**src/rtl/ulli_pkg.sv**
```systemverilog
`timescale 1ns / 1ps
// ----------------------------------------------------------------------------
// ulli_pkg
// shared constants, codes and types of the uniform grid interpolation unit
// ----------------------------------------------------------------------------
package ulli_pkg;

  // table geometry and arithmetic
  localparam int GRID_POINTS    = 16384;
  localparam int PROPERTY_COUNT = 3;
  localparam int WEIGHT_BITS    = 16;

  localparam int IDX_W  = $clog2(GRID_POINTS);
  localparam int CNT_W  = $clog2(GRID_POINTS + 1);
  localparam int DEPTH  = PROPERTY_COUNT * GRID_POINTS;
  localparam int ADDR_W = $clog2(DEPTH);

  // field widths
  localparam int PRESS_W = 48;
  localparam int STEP_W  = 32;
  localparam int PCNT_W  = 15;
  localparam int EIDX_W  = 14;
  localparam int VAL_W   = 32;
  localparam int SEL_W   = 2;
  localparam int STAT_W  = 2;

  // stream packing
  localparam int IN_DATA_W  = 96;
  localparam int IN_USER_W  = 3;
  localparam int OUT_DATA_W = 32;
  localparam int OUT_USER_W = 2;

  // config port
  localparam int CFG_AW = 5;
  localparam int CFG_DW = 64;
  localparam int REG_W  = CFG_AW - 3;

  localparam logic [REG_W-1:0] REG_PRESSURE_MIN = 2'd0;
  localparam logic [REG_W-1:0] REG_STEP_INVERSE = 2'd1;
  localparam logic [REG_W-1:0] REG_POINT_COUNT  = 2'd2;

  // item kinds
  localparam logic ACT_QUERY = 1'b0;
  localparam logic ACT_WRITE = 1'b1;

  // clip status codes
  localparam logic [STAT_W-1:0] CLIP_NONE  = 2'd0;
  localparam logic [STAT_W-1:0] CLIP_BELOW = 2'd1;
  localparam logic [STAT_W-1:0] CLIP_ABOVE = 2'd2;

  // queue sizes
  localparam int QDEPTH   = 8;
  localparam int QPTR_W   = $clog2(QDEPTH);
  localparam int QCNT_W   = $clog2(QDEPTH + 1);
  localparam int OUT_DEPTH = 8;
  localparam int OPTR_W   = $clog2(OUT_DEPTH);
  localparam int OCNT_W   = $clog2(OUT_DEPTH + 1);

  typedef struct packed {
    logic signed [PRESS_W-1:0] pressure_min;
    logic [STEP_W-1:0]         step_inverse;
    logic [PCNT_W-1:0]         point_count;
  } cfg_t;

  // one classified item between front and back
  typedef struct packed {
    logic                   is_write;
    logic                   sel_ok;
    logic                   interp;
    logic [SEL_W-1:0]       sel;
    logic [IDX_W-1:0]       idx;
    logic [STAT_W-1:0]      status;
    logic [WEIGHT_BITS-1:0] weight;
    logic [VAL_W-1:0]       wdata;
  } qent_t;

endpackage

```
**src/rtl/ulli_queue.sv**
```systemverilog
`timescale 1ns / 1ps
// ----------------------------------------------------------------------------
// ulli_queue
// short fifo of classified items between front and back
// ----------------------------------------------------------------------------
module ulli_queue
  import ulli_pkg::*;
(
  input  logic              clk,
  input  logic              rst_n,
  input  logic              push,
  input  qent_t             push_data,
  input  logic              pop,
  output qent_t             head,
  output logic              empty,
  output logic [QCNT_W-1:0] count
);

  qent_t              mem_r [QDEPTH];
  logic [QPTR_W-1:0]  wptr_r;
  logic [QPTR_W-1:0]  rptr_r;
  logic [QCNT_W-1:0]  count_r;

  assign head  = mem_r[rptr_r];
  assign empty = count_r == '0;
  assign count = count_r;

  always_ff @(posedge clk) begin
    if (!rst_n) begin
      wptr_r  <= '0;
      rptr_r  <= '0;
      count_r <= '0;
    end else begin
      if (push) begin
        wptr_r <= wptr_r + QPTR_W'(1);
      end
      if (pop) begin
        rptr_r <= rptr_r + QPTR_W'(1);
      end
      count_r <= count_r + QCNT_W'(push) - QCNT_W'(pop);
    end
  end

  always_ff @(posedge clk) begin
    if (push) begin
      mem_r[wptr_r] <= push_data;
    end
  end

endmodule

```
**config.mk**
```make
export PLATFORM = sky130hd
export DESIGN_NAME = ulli_queue
export DESIGN_NICKNAME = d
export VERILOG_FILES = /design/src/rtl/ulli_pkg.sv /design/src/rtl/ulli_queue.sv
export SDC_FILE = /design/constraint.sdc
export NUM_CORES = 1
export LEC_CHECK = 0
export BUFFER_PORTS_ARGS = -buffer_cell sky130_fd_sc_hd__buf_2
export CORE_MARGIN = 8
export CORE_UTILIZATION = 35
export DETAILED_ROUTE_END_ITERATION = 10
export PLACE_DENSITY = 0.51
export REMOVE_ABC_BUFFERS = 1
export SLEW_MARGIN = 20
export SYNTH_ARGS = -nofsm -noshare
export SYNTH_HDL_FRONTEND = slang
export SYNTH_SLANG_ARGS = --single-unit
```
**constraint.sdc**
```tcl
create_clock -name clk -period 6.06 [get_ports clk]
set_input_delay 0.303 -clock clk [delete_from_list [all_inputs] [get_ports clk]]
set_output_delay 0.303 -clock clk [all_outputs]
set_load 0.01 [all_outputs]
```
# [After elaboration in Yosys (flattened, before gate mapping)]
# Memory sizes are Yosys's and may differ from the RTL's. A register that Yosys moved wholly into a read port is not among the register bits.
# Index checks and enable logic that the tools add are counted.
[classes] addsub=4 mux=4 reduce_logical=1
[op_table] cell="$add A3 B1 Y3 const B" count=2
[op_table] cell="$mux W3" count=2
[op_table] cell="$add A4 B1 Y4" count=1
[op_table] cell="$logic_not A4 Y1" count=1
[op_table] cell="$sub A4 B1 Y4" count=1
[op_table] cell="$mux W1" count=2
[totals] out_inout_bits=74 reg_bits=10 input_bits=73 ramBits=552 n_memories=1
[mem_list] name="mem_r" depth=8 word_bits=69 rd=1 rd_clocked_by_memory_dff=1 write_ports=1 line_no="ulli_queue.sv:19" text="qent_t mem_r [QDEPTH];"

# [Logic depth before layout (Yosys ltp)]
[logic_depth] depth_word=3 depth_mapped=8 depth_no_buf=8

# [Least setup slack after synthesis]
# No wires, ideal clock.
[synth_timing] path_kind="flip-flop to flip-flop" start="register wptr_r[2]" end="memory mem_r[0][0] (netlist name), enable pin" n_path_buf=0 path_stages_with_launch=3 slack_ps=298 t_arrival_ps=5181 required_ps=5479 path_cell_list="dfxtp_1 -> nand2b_1 -> nor3_1"
[synth_lines] element="start: declaration" line_no="ulli_queue.sv:20" text="logic [QPTR_W-1:0] wptr_r;"
[synth_lines] element="start signal: assignment" line_no="ulli_queue.sv:35" text="wptr_r <= wptr_r + QPTR_W'(1);"
[synth_lines] element="end: declaration" line_no="ulli_queue.sv:19"
# No word-level cell before the write port.

==> reports/metrics.cfg <==
[run_status]
status=finished clean

[power_and_ir_drop]
switching_share_pct=21.5
p_int_w=0.00665
pwr-share-comb_pct=8.5
seq_power_share_pct=52.7
leakage_nw=8.11
power.switching_w=0.00182
powerDensity_nw_per_um2=332
p_clk_share_pct=38.9
fin_total_pwr_w=0.00847
peakVddDrop_v=0.000207

[detailed_routing]
vias_per_cell=4.91
num_vias=9566
drc=0
drt_iter0_markers=648
wire_per_inst_um=22.8
drt_pass1_iterations=6
drt-total-wl_um=44400
drtAntennaViolNets=0

[timing]
maxSlewHeadroom_pct=30.6
worst_slew_pin_slew_ns=1.04
period_share_pct=59.1
post-route-min-period_ns=3.58
clock.fmax_mhz=279
finalMaxSlewViolations=0
rsz0062_at_grt=false
fin_setup_tns_ns=0
setup_violations=0
finalHoldViolations=0
holdWs_ns=0.0644
clock_skew_ns=0.0241

[critical_path]
cp_data_arrival_time_ns=3.28
crit_type=flip-flop to output pin
worstPathCellList=buf_4, mux4_2, mux2_2, buf_2
end_kind=output pin
crit_buf_inv=2
crit_path_top_delay_cell=dfxtp_4
slowest_delay_ns=0.96
critPathLaunchType=flip-flop
critPathRequiredTime_ns=5.76
crit_path_max_fanout=44
regToRegSetupSlack_ns=3.55
cp_top_family=flip-flops

[floorplanning]
initial_core_util_pct=35.4
die_h_um=263
top_level_ports=147
die_w_um=263
core_area_um2=60400
fp-row-count=90
die-area_um2=69100

[cts]
cts-root-buf=clkbuf_16
numClockSinks=565
clock_latency_ns=0.60
cts_tree=built
clockBufferDepth=3
cts_made_buffers=57
clk_pin_slew_ns=0.06
htreeDepth=2

[global_route]
grt_pass1_vias=10400
grt_pass1_wl_um=67100
grt_usage_pct=12.8
gr-total-overflow=0
antenna_found_initial=7
grt_max_degree=66

[worst_hold_path]
hold_class=input port to flip-flop

[finish]
fin_util_pct=42.2
stdcell_count=1950
fillCellCount=5261
drive_above_1_share_pct=39.3
final_nets=1202
multi_input_area_um2=4280
syn2layout_area_growth_pct=19.4
final_cell_mix=552 x edfxtp_1, 146 x buf_2, 138 x mux4_2, 69 x mux2_2, 69 x dlygate4sd3_1
seq_area_um2=16800
final_common_cell=edfxtp_1

[synth]
ys_seq_area_share_pct=78.9
synthCells=865
yosys.cell_types.count=23
synth.yosys.warnings=0
synthArstFlopShare_pct=0
syn_area_um2=21300
yosys_most_used_dff=edfxtp_1
synth_area_per_cell_um2=24.7
synth_edf_count=552
ys_ff_latch=565

[flow_run]
max-cap-violations=0

[place]
io_buffers=146
dp.cells=1775
place_congestion=0.683
dp_hpwl_um=24000

## metrics by stage
step | instance area, um2 | worst slack [ns]
final | 25500 | 2.48
after detailed placement | 23000 | 2.96
after global routing | 25500 | 2.17
after global placement | 23000 | 2.96
after CTS | 25500 | 2.30
after floorplan | 21100 | -0.893
## path summary, 6_finish.rpt
check,start,endpoint,cells after the start
min,rst_n,flip-flop,2
max reg2reg,wptr_r[2],mem_r[2][2],3
min reg2reg,rptr_r[1],flip-flop,2
max,flip-flop,head[32],4
## cell type report
| cell class | instances | area share, % |
|---|---|---|
| diodes | 4 | 0.0393 |
| clock buffers | 68 | 5.93 |
| clock inverters | 34 | 0.913 |
| inverters | 7 | 0.103 |
| multi-input cells | 253 | 16.8 |
| flip-flops and latches | 565 | 66.1 |
| well taps | 782 | 3.84 |
| repair buffers | 237 | 6.27 |
## cell usage after synthesis, drive strengths merged, types with 3 or more instances
| master | instances | area, um2 |
|---|---|---|
| ha | 7 | 87.6 |
| and2 | 7 | 43.8 |
| mux2i | 3 | 30.0 |
| mux4 | 138 | 3110 |
| mux2 | 69 | 777 |
| nor2b | 3 | 18.8 |
| inv | 7 | 26.3 |
| nand2b | 4 | 25.0 |
| xnor2 | 3 | 26.3 |
| nor2 | 6 | 22.5 |
| nand2 | 5 | 18.8 |
| dfxtp | 13 | 260 |
| clkbuf | 11 | 41.3 |
| edfxtp | 552 | 16600 |
| buf | 29 | 219 |
## registers in the layout, indices dropped and copies added (netlist names), named ones only
register,cells
rptr_r,3
wptr_r,3
count,4
mem_r,552
## cell families (layout without fill, tap and decap cells)
family / Yosys count / in the layout / share of synthesized area (%)
flops: 565 / 565 / 78.9
compound gates: 2 / 2 / 0.0586
xor+xnor: 5 / 5 / 0.205
other cells: 0 / 4 / 0
fa+ha+maj: 8 / 8 / 0.504
simple gates: 28 / 28 / 0.680
mux: 210 / 210 / 18.3
buf+inv: 47 / 346 / 1.34
## layer usage
metal	vias up	global-route usage, %	wire length (um)	share of wire (%)
met1	5110	17.0	20000	45
met3	77	2.74	1740	3.9
met5	-	0	22	0.049
met2	174	21.2	21700	49
met4	4	3.39	910	2.0
li1	4201	-	-	-
## power groups by stage
stage	Clock (W)	Combinational (W)	Sequential, W
after global placement	0	0.000696	0.00454
after detailed placement	0	0.000701	0.00455
after CTS	0.00340	0.000743	0.00446
final	0.00329	0.000717	0.00446
after global routing	0.00353	0.000790	0.00447
after floorplan	0	0.000419	0.00457
## repair_timing
| item | 4_1_cts | 5_1_grt |
|---|---|---|
| resized for setup | 0 | 0 |
| buffers inserted | 0 | 0 |
| hold buffers | 69 | 0 |
| hold endpoints to repair | 552 | 0 |
No activity file was read; power rests on OpenSTA's default activity.
