## src/rtl/ulli_pkg.sv

```systemverilog
`timescale 1ns / 1ps
// ----------------------------------------------------------------------------
// ulli_pkg
// shared constants, codes and types of the uniform grid interpolation unit
// ----------------------------------------------------------------------------
package ulli_pkg;

  // table geometry and arithmetic
  localparam int GRID_POINTS    = 16384;
  localparam int PROPERTY_COUNT = 3;
  localparam int WEIGHT_BITS    = 16;

  localparam int IDX_W  = $clog2(GRID_POINTS);
  localparam int CNT_W  = $clog2(GRID_POINTS + 1);
  localparam int DEPTH  = PROPERTY_COUNT * GRID_POINTS;
  localparam int ADDR_W = $clog2(DEPTH);

  // field widths
  localparam int PRESS_W = 48;
  localparam int STEP_W  = 32;
  localparam int PCNT_W  = 15;
  localparam int EIDX_W  = 14;
  localparam int VAL_W   = 32;
  localparam int SEL_W   = 2;
  localparam int STAT_W  = 2;

  // stream packing
  localparam int IN_DATA_W  = 96;
  localparam int IN_USER_W  = 3;
  localparam int OUT_DATA_W = 32;
  localparam int OUT_USER_W = 2;

  // config port
  localparam int CFG_AW = 5;
  localparam int CFG_DW = 64;
  localparam int REG_W  = CFG_AW - 3;

  localparam logic [REG_W-1:0] REG_PRESSURE_MIN = 2'd0;
  localparam logic [REG_W-1:0] REG_STEP_INVERSE = 2'd1;
  localparam logic [REG_W-1:0] REG_POINT_COUNT  = 2'd2;

  // item kinds
  localparam logic ACT_QUERY = 1'b0;
  localparam logic ACT_WRITE = 1'b1;

  // clip status codes
  localparam logic [STAT_W-1:0] CLIP_NONE  = 2'd0;
  localparam logic [STAT_W-1:0] CLIP_BELOW = 2'd1;
  localparam logic [STAT_W-1:0] CLIP_ABOVE = 2'd2;

  // queue sizes
  localparam int QDEPTH   = 8;
  localparam int QPTR_W   = $clog2(QDEPTH);
  localparam int QCNT_W   = $clog2(QDEPTH + 1);
  localparam int OUT_DEPTH = 8;
  localparam int OPTR_W   = $clog2(OUT_DEPTH);
  localparam int OCNT_W   = $clog2(OUT_DEPTH + 1);

  typedef struct packed {
    logic signed [PRESS_W-1:0] pressure_min;
    logic [STEP_W-1:0]         step_inverse;
    logic [PCNT_W-1:0]         point_count;
  } cfg_t;

  // one classified item between front and back
  typedef struct packed {
    logic                   is_write;
    logic                   sel_ok;
    logic                   interp;
    logic [SEL_W-1:0]       sel;
    logic [IDX_W-1:0]       idx;
    logic [STAT_W-1:0]      status;
    logic [WEIGHT_BITS-1:0] weight;
    logic [VAL_W-1:0]       wdata;
  } qent_t;

endpackage

```

## src/rtl/ulli_front.sv

```systemverilog
`timescale 1ns / 1ps
// ----------------------------------------------------------------------------
// ulli_front
// accepts items, computes grid position and classifies each query
// ----------------------------------------------------------------------------
module ulli_front
  import ulli_pkg::*;
(
  input  logic                   clk,
  input  logic                   rst_n,
  input  cfg_t                   cfg,
  input  logic                   in_valid,
  output logic                   in_ready,
  input  logic                   in_action,
  input  logic [SEL_W-1:0]       in_sel,
  input  logic [PRESS_W-1:0]     in_pressure,
  input  logic [EIDX_W-1:0]      in_eidx,
  input  logic [VAL_W-1:0]       in_evalue,
  input  logic [QCNT_W-1:0]      q_count,
  output logic                   q_push,
  output qent_t                  q_data
);

  // stage 1: difference to grid start
  logic                 f1_v_r;
  logic                 f1_act_r;
  logic [SEL_W-1:0]     f1_sel_r;
  logic [EIDX_W-1:0]    f1_eidx_r;
  logic [VAL_W-1:0]     f1_eval_r;
  logic [PRESS_W:0]     f1_diff_r;
  logic [PRESS_W:0]     diff_nxt;

  // stage 2: partial products
  logic                 f2_v_r;
  logic                 f2_act_r;
  logic [SEL_W-1:0]     f2_sel_r;
  logic [EIDX_W-1:0]    f2_eidx_r;
  logic [VAL_W-1:0]     f2_eval_r;
  logic                 f2_neg_r;
  logic [63:0]          f2_hi_r;
  logic [47:0]          f2_lo_r;
  logic [63:0]          hi_nxt;
  logic [47:0]          lo_nxt;

  // stage 3: position, 32 fraction bits
  logic                 f3_v_r;
  logic                 f3_act_r;
  logic [SEL_W-1:0]     f3_sel_r;
  logic [EIDX_W-1:0]    f3_eidx_r;
  logic [VAL_W-1:0]     f3_eval_r;
  logic                 f3_neg_r;
  logic [79:0]          f3_pos_r;
  logic [79:0]          pos_nxt;

  logic                 accept;
  logic [QCNT_W:0]      credit;
  logic [CNT_W-1:0]     cnt;
  logic [CNT_W-1:0]     last;
  logic [47:0]          pos_idx;
  logic [31:0]          pos_frac;
  logic                 at_last;
  logic                 beyond;
  logic                 sel_ok;

  // room in the queue for everything already in flight
  assign credit   = (QCNT_W + 1)'(q_count) + (QCNT_W + 1)'(f1_v_r)
                  + (QCNT_W + 1)'(f2_v_r) + (QCNT_W + 1)'(f3_v_r);
  assign in_ready = credit < (QCNT_W + 1)'(QDEPTH);
  assign accept   = in_valid & in_ready;

  assign diff_nxt = {in_pressure[PRESS_W-1], in_pressure}
                  - {cfg.pressure_min[PRESS_W-1], cfg.pressure_min};
  assign hi_nxt   = f1_diff_r[47:16] * cfg.step_inverse;
  assign lo_nxt   = f1_diff_r[15:0] * cfg.step_inverse;
  assign pos_nxt  = {f2_hi_r, 16'd0} + {32'd0, f2_lo_r};

  always_ff @(posedge clk) begin
    if (!rst_n) begin
      f1_v_r <= 1'b0;
      f2_v_r <= 1'b0;
      f3_v_r <= 1'b0;
    end else begin
      f1_v_r <= accept;
      f2_v_r <= f1_v_r;
      f3_v_r <= f2_v_r;
    end
  end

  always_ff @(posedge clk) begin
    f1_act_r  <= in_action;
    f1_sel_r  <= in_sel;
    f1_eidx_r <= in_eidx;
    f1_eval_r <= in_evalue;
    f1_diff_r <= diff_nxt;

    f2_act_r  <= f1_act_r;
    f2_sel_r  <= f1_sel_r;
    f2_eidx_r <= f1_eidx_r;
    f2_eval_r <= f1_eval_r;
    f2_neg_r  <= f1_diff_r[PRESS_W];
    f2_hi_r   <= hi_nxt;
    f2_lo_r   <= lo_nxt;

    f3_act_r  <= f2_act_r;
    f3_sel_r  <= f2_sel_r;
    f3_eidx_r <= f2_eidx_r;
    f3_eval_r <= f2_eval_r;
    f3_neg_r  <= f2_neg_r;
    f3_pos_r  <= pos_nxt;
  end

  // point count clamped to the range 2 to the table size
  always_comb begin
    if (cfg.point_count < PCNT_W'(2)) begin
      cnt = CNT_W'(2);
    end else if (32'(cfg.point_count) > GRID_POINTS) begin
      cnt = CNT_W'(GRID_POINTS);
    end else begin
      cnt = CNT_W'(cfg.point_count);
    end
  end

  assign last     = cnt - CNT_W'(1);
  assign pos_idx  = f3_pos_r[79:32];
  assign pos_frac = f3_pos_r[31:0];
  assign at_last  = pos_idx == 48'(last);
  assign beyond   = (pos_idx > 48'(last)) || (at_last && (pos_frac != 32'd0));
  assign sel_ok   = 32'(f3_sel_r) < PROPERTY_COUNT;

  always_comb begin
    q_push          = f3_v_r;
    q_data.is_write = f3_act_r == ACT_WRITE;
    q_data.sel      = f3_sel_r;
    q_data.wdata    = f3_eval_r;
    q_data.interp   = 1'b0;
    q_data.weight   = '0;
    q_data.status   = CLIP_NONE;
    q_data.idx      = '0;
    if (f3_act_r == ACT_WRITE) begin
      q_data.sel_ok = sel_ok && (32'(f3_eidx_r) < GRID_POINTS);
      q_data.idx    = IDX_W'(f3_eidx_r);
    end else begin
      q_data.sel_ok = sel_ok;
      if (f3_neg_r) begin
        q_data.status = CLIP_BELOW;
      end else if (beyond) begin
        q_data.status = CLIP_ABOVE;
        q_data.idx    = IDX_W'(last);
      end else if (at_last) begin
        q_data.idx    = IDX_W'(last);
      end else begin
        q_data.interp = 1'b1;
        q_data.idx    = IDX_W'(pos_idx);
        q_data.weight = pos_frac[31 -: WEIGHT_BITS];
      end
    end
  end

endmodule

```

## config.mk

```make
export PLATFORM = sky130hd
export DESIGN_NAME = ulli_front
export DESIGN_NICKNAME = d
export VERILOG_FILES = /design/src/rtl/ulli_pkg.sv /design/src/rtl/ulli_front.sv
export SDC_FILE = /design/constraint.sdc
export NUM_CORES = 2
export LEC_CHECK = 0
export BUFFER_PORTS_ARGS = -buffer_cell sky130_fd_sc_hd__buf_2
export CAP_MARGIN = 10
export CORE_MARGIN = 8
export CORE_UTILIZATION = 59
export DETAILED_ROUTE_END_ITERATION = 8
export PLACE_DENSITY = 0.87
export SYNTH_ARGS = -nofsm -noshare
export SYNTH_HDL_FRONTEND = slang
export SYNTH_SLANG_ARGS = --single-unit
```

## constraint.sdc

```tcl
create_clock -name clk -period 8.9 [get_ports clk]
set_input_delay 1.335 -clock clk [delete_from_list [all_inputs] [get_ports clk]]
set_output_delay 1.335 -clock clk [all_outputs]
set_load 0.005 [all_outputs]
```

== Word-level counts from Yosys, hierarchy flattened ==
Index checks and enable logic that the tools add are counted.

* Flip-flop bits (word level): 393
* Input bits: 199
* Word-level logic and storage cells: 55

* $add $sub $neg: 6
* Multipliers: 2
* Order comparisons: 5
* Eq/ne operators: 1
* Muxes and demuxes: 16
* Bitwise gates (word level): 1
* Reduce and logical (&&, ||, !) cells: 3

{| class="wikitable"
|+ Operator list
! kind !! number
|-
| $add 80x48->80 || 1
|-
| $mul 32x32->64 || 1
|-
| $mux 14 || 4
|-
| $sub 48x48->49 || 1
|-
| $eq 48x15->1 || 1
|-
| $gt 48x15->1 || 1
|-
| $mul 16x32->48 || 1
|-
| $mux 16 || 3
|-
| $reduce_bool 32->1 || 1
|-
| $mux 15 || 2
|-
| $mux 18 || 1
|-
| $gt 15x15->1 const B || 1
|-
| $lt 15x2->1 const B || 1
|-
| $sub 15x1->15 const B || 1
|-
| $add 5x1->5 || 2
|-
| $add 4x1->5 || 1
|-
| $lt 5x4->1 const B || 1
|-
| $mux 1 || 4
|-
| $mux 2 || 2
|-
| $lt 2x2->1 const B || 1
|-
| $and 1x1->1 || 1
|-
| $logic_and 1x1->1 || 1
|-
| $logic_or 1x1->1 || 1
|}

== Depth between registers and ports, before layout ==
* Word-level depth: 10
* Mapped depth: 29
* Depth with buffers taken out: 27

== Worst setup path before layout ==
OpenSTA, ideal clock, no wires.

* Path kind: input -> register
* From: input cfg[23] (netlist name)
* To: register f2_hi_r[62]
* Data arrival time: 8.258 ns
* Required time: 8.779 ns
* Setup slack: 0.521 ns
* Stages on the path: 27
* Path through: clkbuf_1 -> clkbuf_1 -> nand2_1 -> fa_1 -> inv_1 -> fa_1 -> fa_1 -> inv_1 -> fa_1 -> inv_1 -> fa_1 -> inv_1 -> fa_1 -> inv_1 -> fa_1 -> fa_1 -> ha_1 -> clkbuf_1 -> nand4_1 -> nor3_1 -> a21oi_4 -> o41ai_4 -> o21ai_4 -> o41ai_4 -> a31o_2 -> a311oi_2 -> xnor2_1

* Cells in the longest elaborated chain, start to end: 1

{| class="wikitable"
|+ Ends and longest elaborated chain
! item !! line !! source
|-
| start, declared || ulli_front.sv:11 || <nowiki>input cfg_t cfg,</nowiki>
|-
| $mul 32x32->64 || ulli_front.sv:73 || <nowiki>assign hi_nxt = f1_diff_r[47:16] * cfg.step_inverse;</nowiki>
|-
| net hi_nxt[62] || ulli_front.sv:42 || <nowiki>logic [63:0] hi_nxt;</nowiki>
|-
| end signal, assigned || ulli_front.sv:101 || <nowiki>f2_hi_r <= hi_nxt;</nowiki>
|-
| end, declared || ulli_front.sv:40 || <nowiki>logic [63:0] f2_hi_r;</nowiki>
|}

The timed path passes the listed nets, and every way through them passes these cells.
A chain may end at the register's enable or synchronous reset.

== Worst setup path after layout ==
* From: input cfg[25] (netlist name)
* To: register f2_hi_r[27]

Same word-level chain as after synthesis.

==> impl_metrics.ini <==
[clock_tree]
cts_resized = 0
cts_made_buffers = 42
cts_tree = done
insertion_delay_ns = 0.62
clockBufferDepth = 3
clock-sinks = 393
cts-hold-fix-buffers = 0
cts_root_buffer = clkbuf_16
post_cts_buffers = 0
clkTransAtPathRegs_ns = 0.06
htree_levels = 2

[floorplanning]
die_y_um = 343
start_util_pct = 59.6
die_w_um = 343
io_pins = 270
rows = 119
die_area_um2 = 117000
core_um2 = 106000

[grt]
grt_start_max_net_pins = 33
grt_pass1_wl_um = 274000
overflow = 0
antenna_found_initial = 27
grt_util_all_layers_pct = 29.3
grt_pass1_vias = 53000

[critical_path]
critical_path_class = in2reg
crit_path_frequent_cell = fa_1
r2r_slack_ns = 0.43
path_max_fanout = 24
crit_arrival_ns = 9.04
crit_path_end_kind = flop
worstReg2RegStart = f1_diff_r[21]$_DFF_P_
reg2regPathDepth = 24
cp_slowest_cell = buf_2
crit_required_ns = 9.38
crit_start = cfg[25]
r2r-end = f2_hi_r[27]$_DFF_P_
path_buf_inv = 5
crit_family = adder cells
cp_slowest_stage_delay_ns = 0.54
critical_path_depth = 25
startpoint_type = input port

[sta]
finalHoldViolations = 0
min_period_ns = 8.56
timing.setup.tns_ns = 0
max_clock_freq_mhz = 117
worst_pin_slew_ns = 1.36
finalClockSkew_ns = 0.0415
grt_setup_unrepaired = no
slew_violations = 0
fin_crit_sh_pct = 96.2
maxSlewHeadroom_pct = 9.37
setup_viol = 0

[logic_synthesis]
synth_top_area_share_pct = 41.9
synth_area_per_cell_um2 = 9.26
postSynthCellCount = 6792
synth_area_um2 = 62900
synth_cell_types = 84
synth_seq_cells = 393
ys_seq_area_share_pct = 12.5
synth_edf_count = 0
yosysTopAreaCell = fa_1
synth.area.top_cells = fa_1, dfxtp_1, ha_1
syn_nets = 8788
async_flop_share_pct = 0
synth_flop_cell = dfxtp_1
ys_warn_count = 0

[layout]
final_core_util_pct = 64.1
drive_gt1_share_pct = 8.24
layout_commonest_cell = inv_1
area_growth_pct = 7.66
layout_common_cells = inv_1, fa_1, nand2_1
num-nets-final = 8946
finalInstanceArea_um2 = 67700

[min_path]
whs_endpoint = f3_eval_r[9]$_DFF_P_
min_from = f2_eval_r[9]$_DFF_P_
worstHoldPathType = reg2reg
hold_depth = 0

[routing]
vias_per_cell = 5.76
wirelength_um = 171000
dr.pass1.iters = 8
drt_iter0_markers = 4196
routed-via-count = 48400
post_drt_wl_per_cell_um = 20.4
antenna_left = 0
drcViolationCount = 0

[placed_design]
finalWeightedCongestion = 0.968
dpl.hpwl_um = 140000
io_buffers = 269
placed_area_um2 = 66200

[outcome]
status = finished clean

[job]
cap_violations = 0
-- logic make-up (layout without fill, tap and decap cells) --
group           count (synthesis)  in the layout  synth area share (%)
mux                             2              2                0.0318
fa+ha+maj                    1797           1797                  51.5
xor+xnor                      208            208                  2.90
other cells                     0             21                     0
simple gates                 2068           2068                  16.4
compound gates                645            645                  6.67
flops                         393            393                  12.5
buf+inv                      1679           1865                  10.1
-- layer usage --
layer | vias up | track usage (%) | share of wire (%) | wire length [um]
met5 | - | 0 | 0.080 | 137
met4 | 20 | 13.6 | 5.2 | 8900
met3 | 712 | 9.71 | 13 | 22500
met2 | 3100 | 46.9 | 45 | 77600
met1 | 23800 | 35.9 | 36 | 62100
li1 | 20700 | - | - | -
-- worst max path at each step --
stage,endpoint,slack [ns]
finish,f2_hi_r[27]$_DFF_P_,0.34
detailed placement,f2_hi_r[47]$_DFF_P_,-0.21
global placement,f2_hi_r[47]$_DFF_P_,-0.16
CTS,f2_hi_r[47]$_DFF_P_,0.42
floorplan,f2_hi_r[62]$_DFF_P_,0.52
global route,f2_hi_r[27]$_DFF_P_,0.04
-- state kept, by name (all words and copies together) (netlist names) --
| signal | cells |
|---|---|
| f1_act_r | 1 |
| f1_diff_r | 49 |
| f1_eidx_r | 14 |
| f1_eval_r | 32 |
| f1_sel_r | 2 |
| f1_v_r | 1 |
| f2_act_r | 1 |
| f2_eidx_r | 14 |
| f2_eval_r | 32 |
| f2_hi_r | 64 |
| f2_lo_r | 48 |
| f2_neg_r | 1 |
| f2_sel_r | 2 |
| f2_v_r | 1 |
| f3_act_r | 1 |
| f3_eidx_r | 14 |
| f3_eval_r | 32 |
| f3_neg_r | 1 |
| f3_pos_r | 80 |
| f3_sel_r | 2 |
| q_push | 1 |
-- synthesized netlist by cell type, types with 31 or more instances --
cell / instances
dfxtp_1: 393
nand3_1: 35
a21o_1: 114
a21oi_1: 215
o21ai_0: 121
clkbuf_1: 343
and2_1: 774
xor2_1: 83
xnor2_1: 125
ha_1: 480
nor2_1: 113
inv_1: 1322
fa_1: 1317
nand4_1: 42
nor2b_1: 31
nand2_1: 927
and3_1: 32
-- stage by stage --
step                setup WS [ns]  instances  hold WS, ns
global route               0.0417       8376        0.328
detailed placement         -0.206       8296        0.312
finish                      0.342       8390        0.323
global placement           -0.164       8296        0.310
CTS                         0.422       8368        0.324
floorplan                   0.521       6792        0.310
-- final cells by class --
class / count / area (um^2)
timing repair buffer: 471 / 2970
clock buffer: 48 / 1080
multi-input combinational: 4720 / 48700
fill: 7928 / 37800
antenna: 21 / 52.6
tap: 1391 / 1740
clock inverter: 24 / 323
sequential: 393 / 7870
inverter: 1322 / 4960
Power is not shown: default switching activity piles up to over one toggle a cycle in this logic, so the estimate is an artifact.
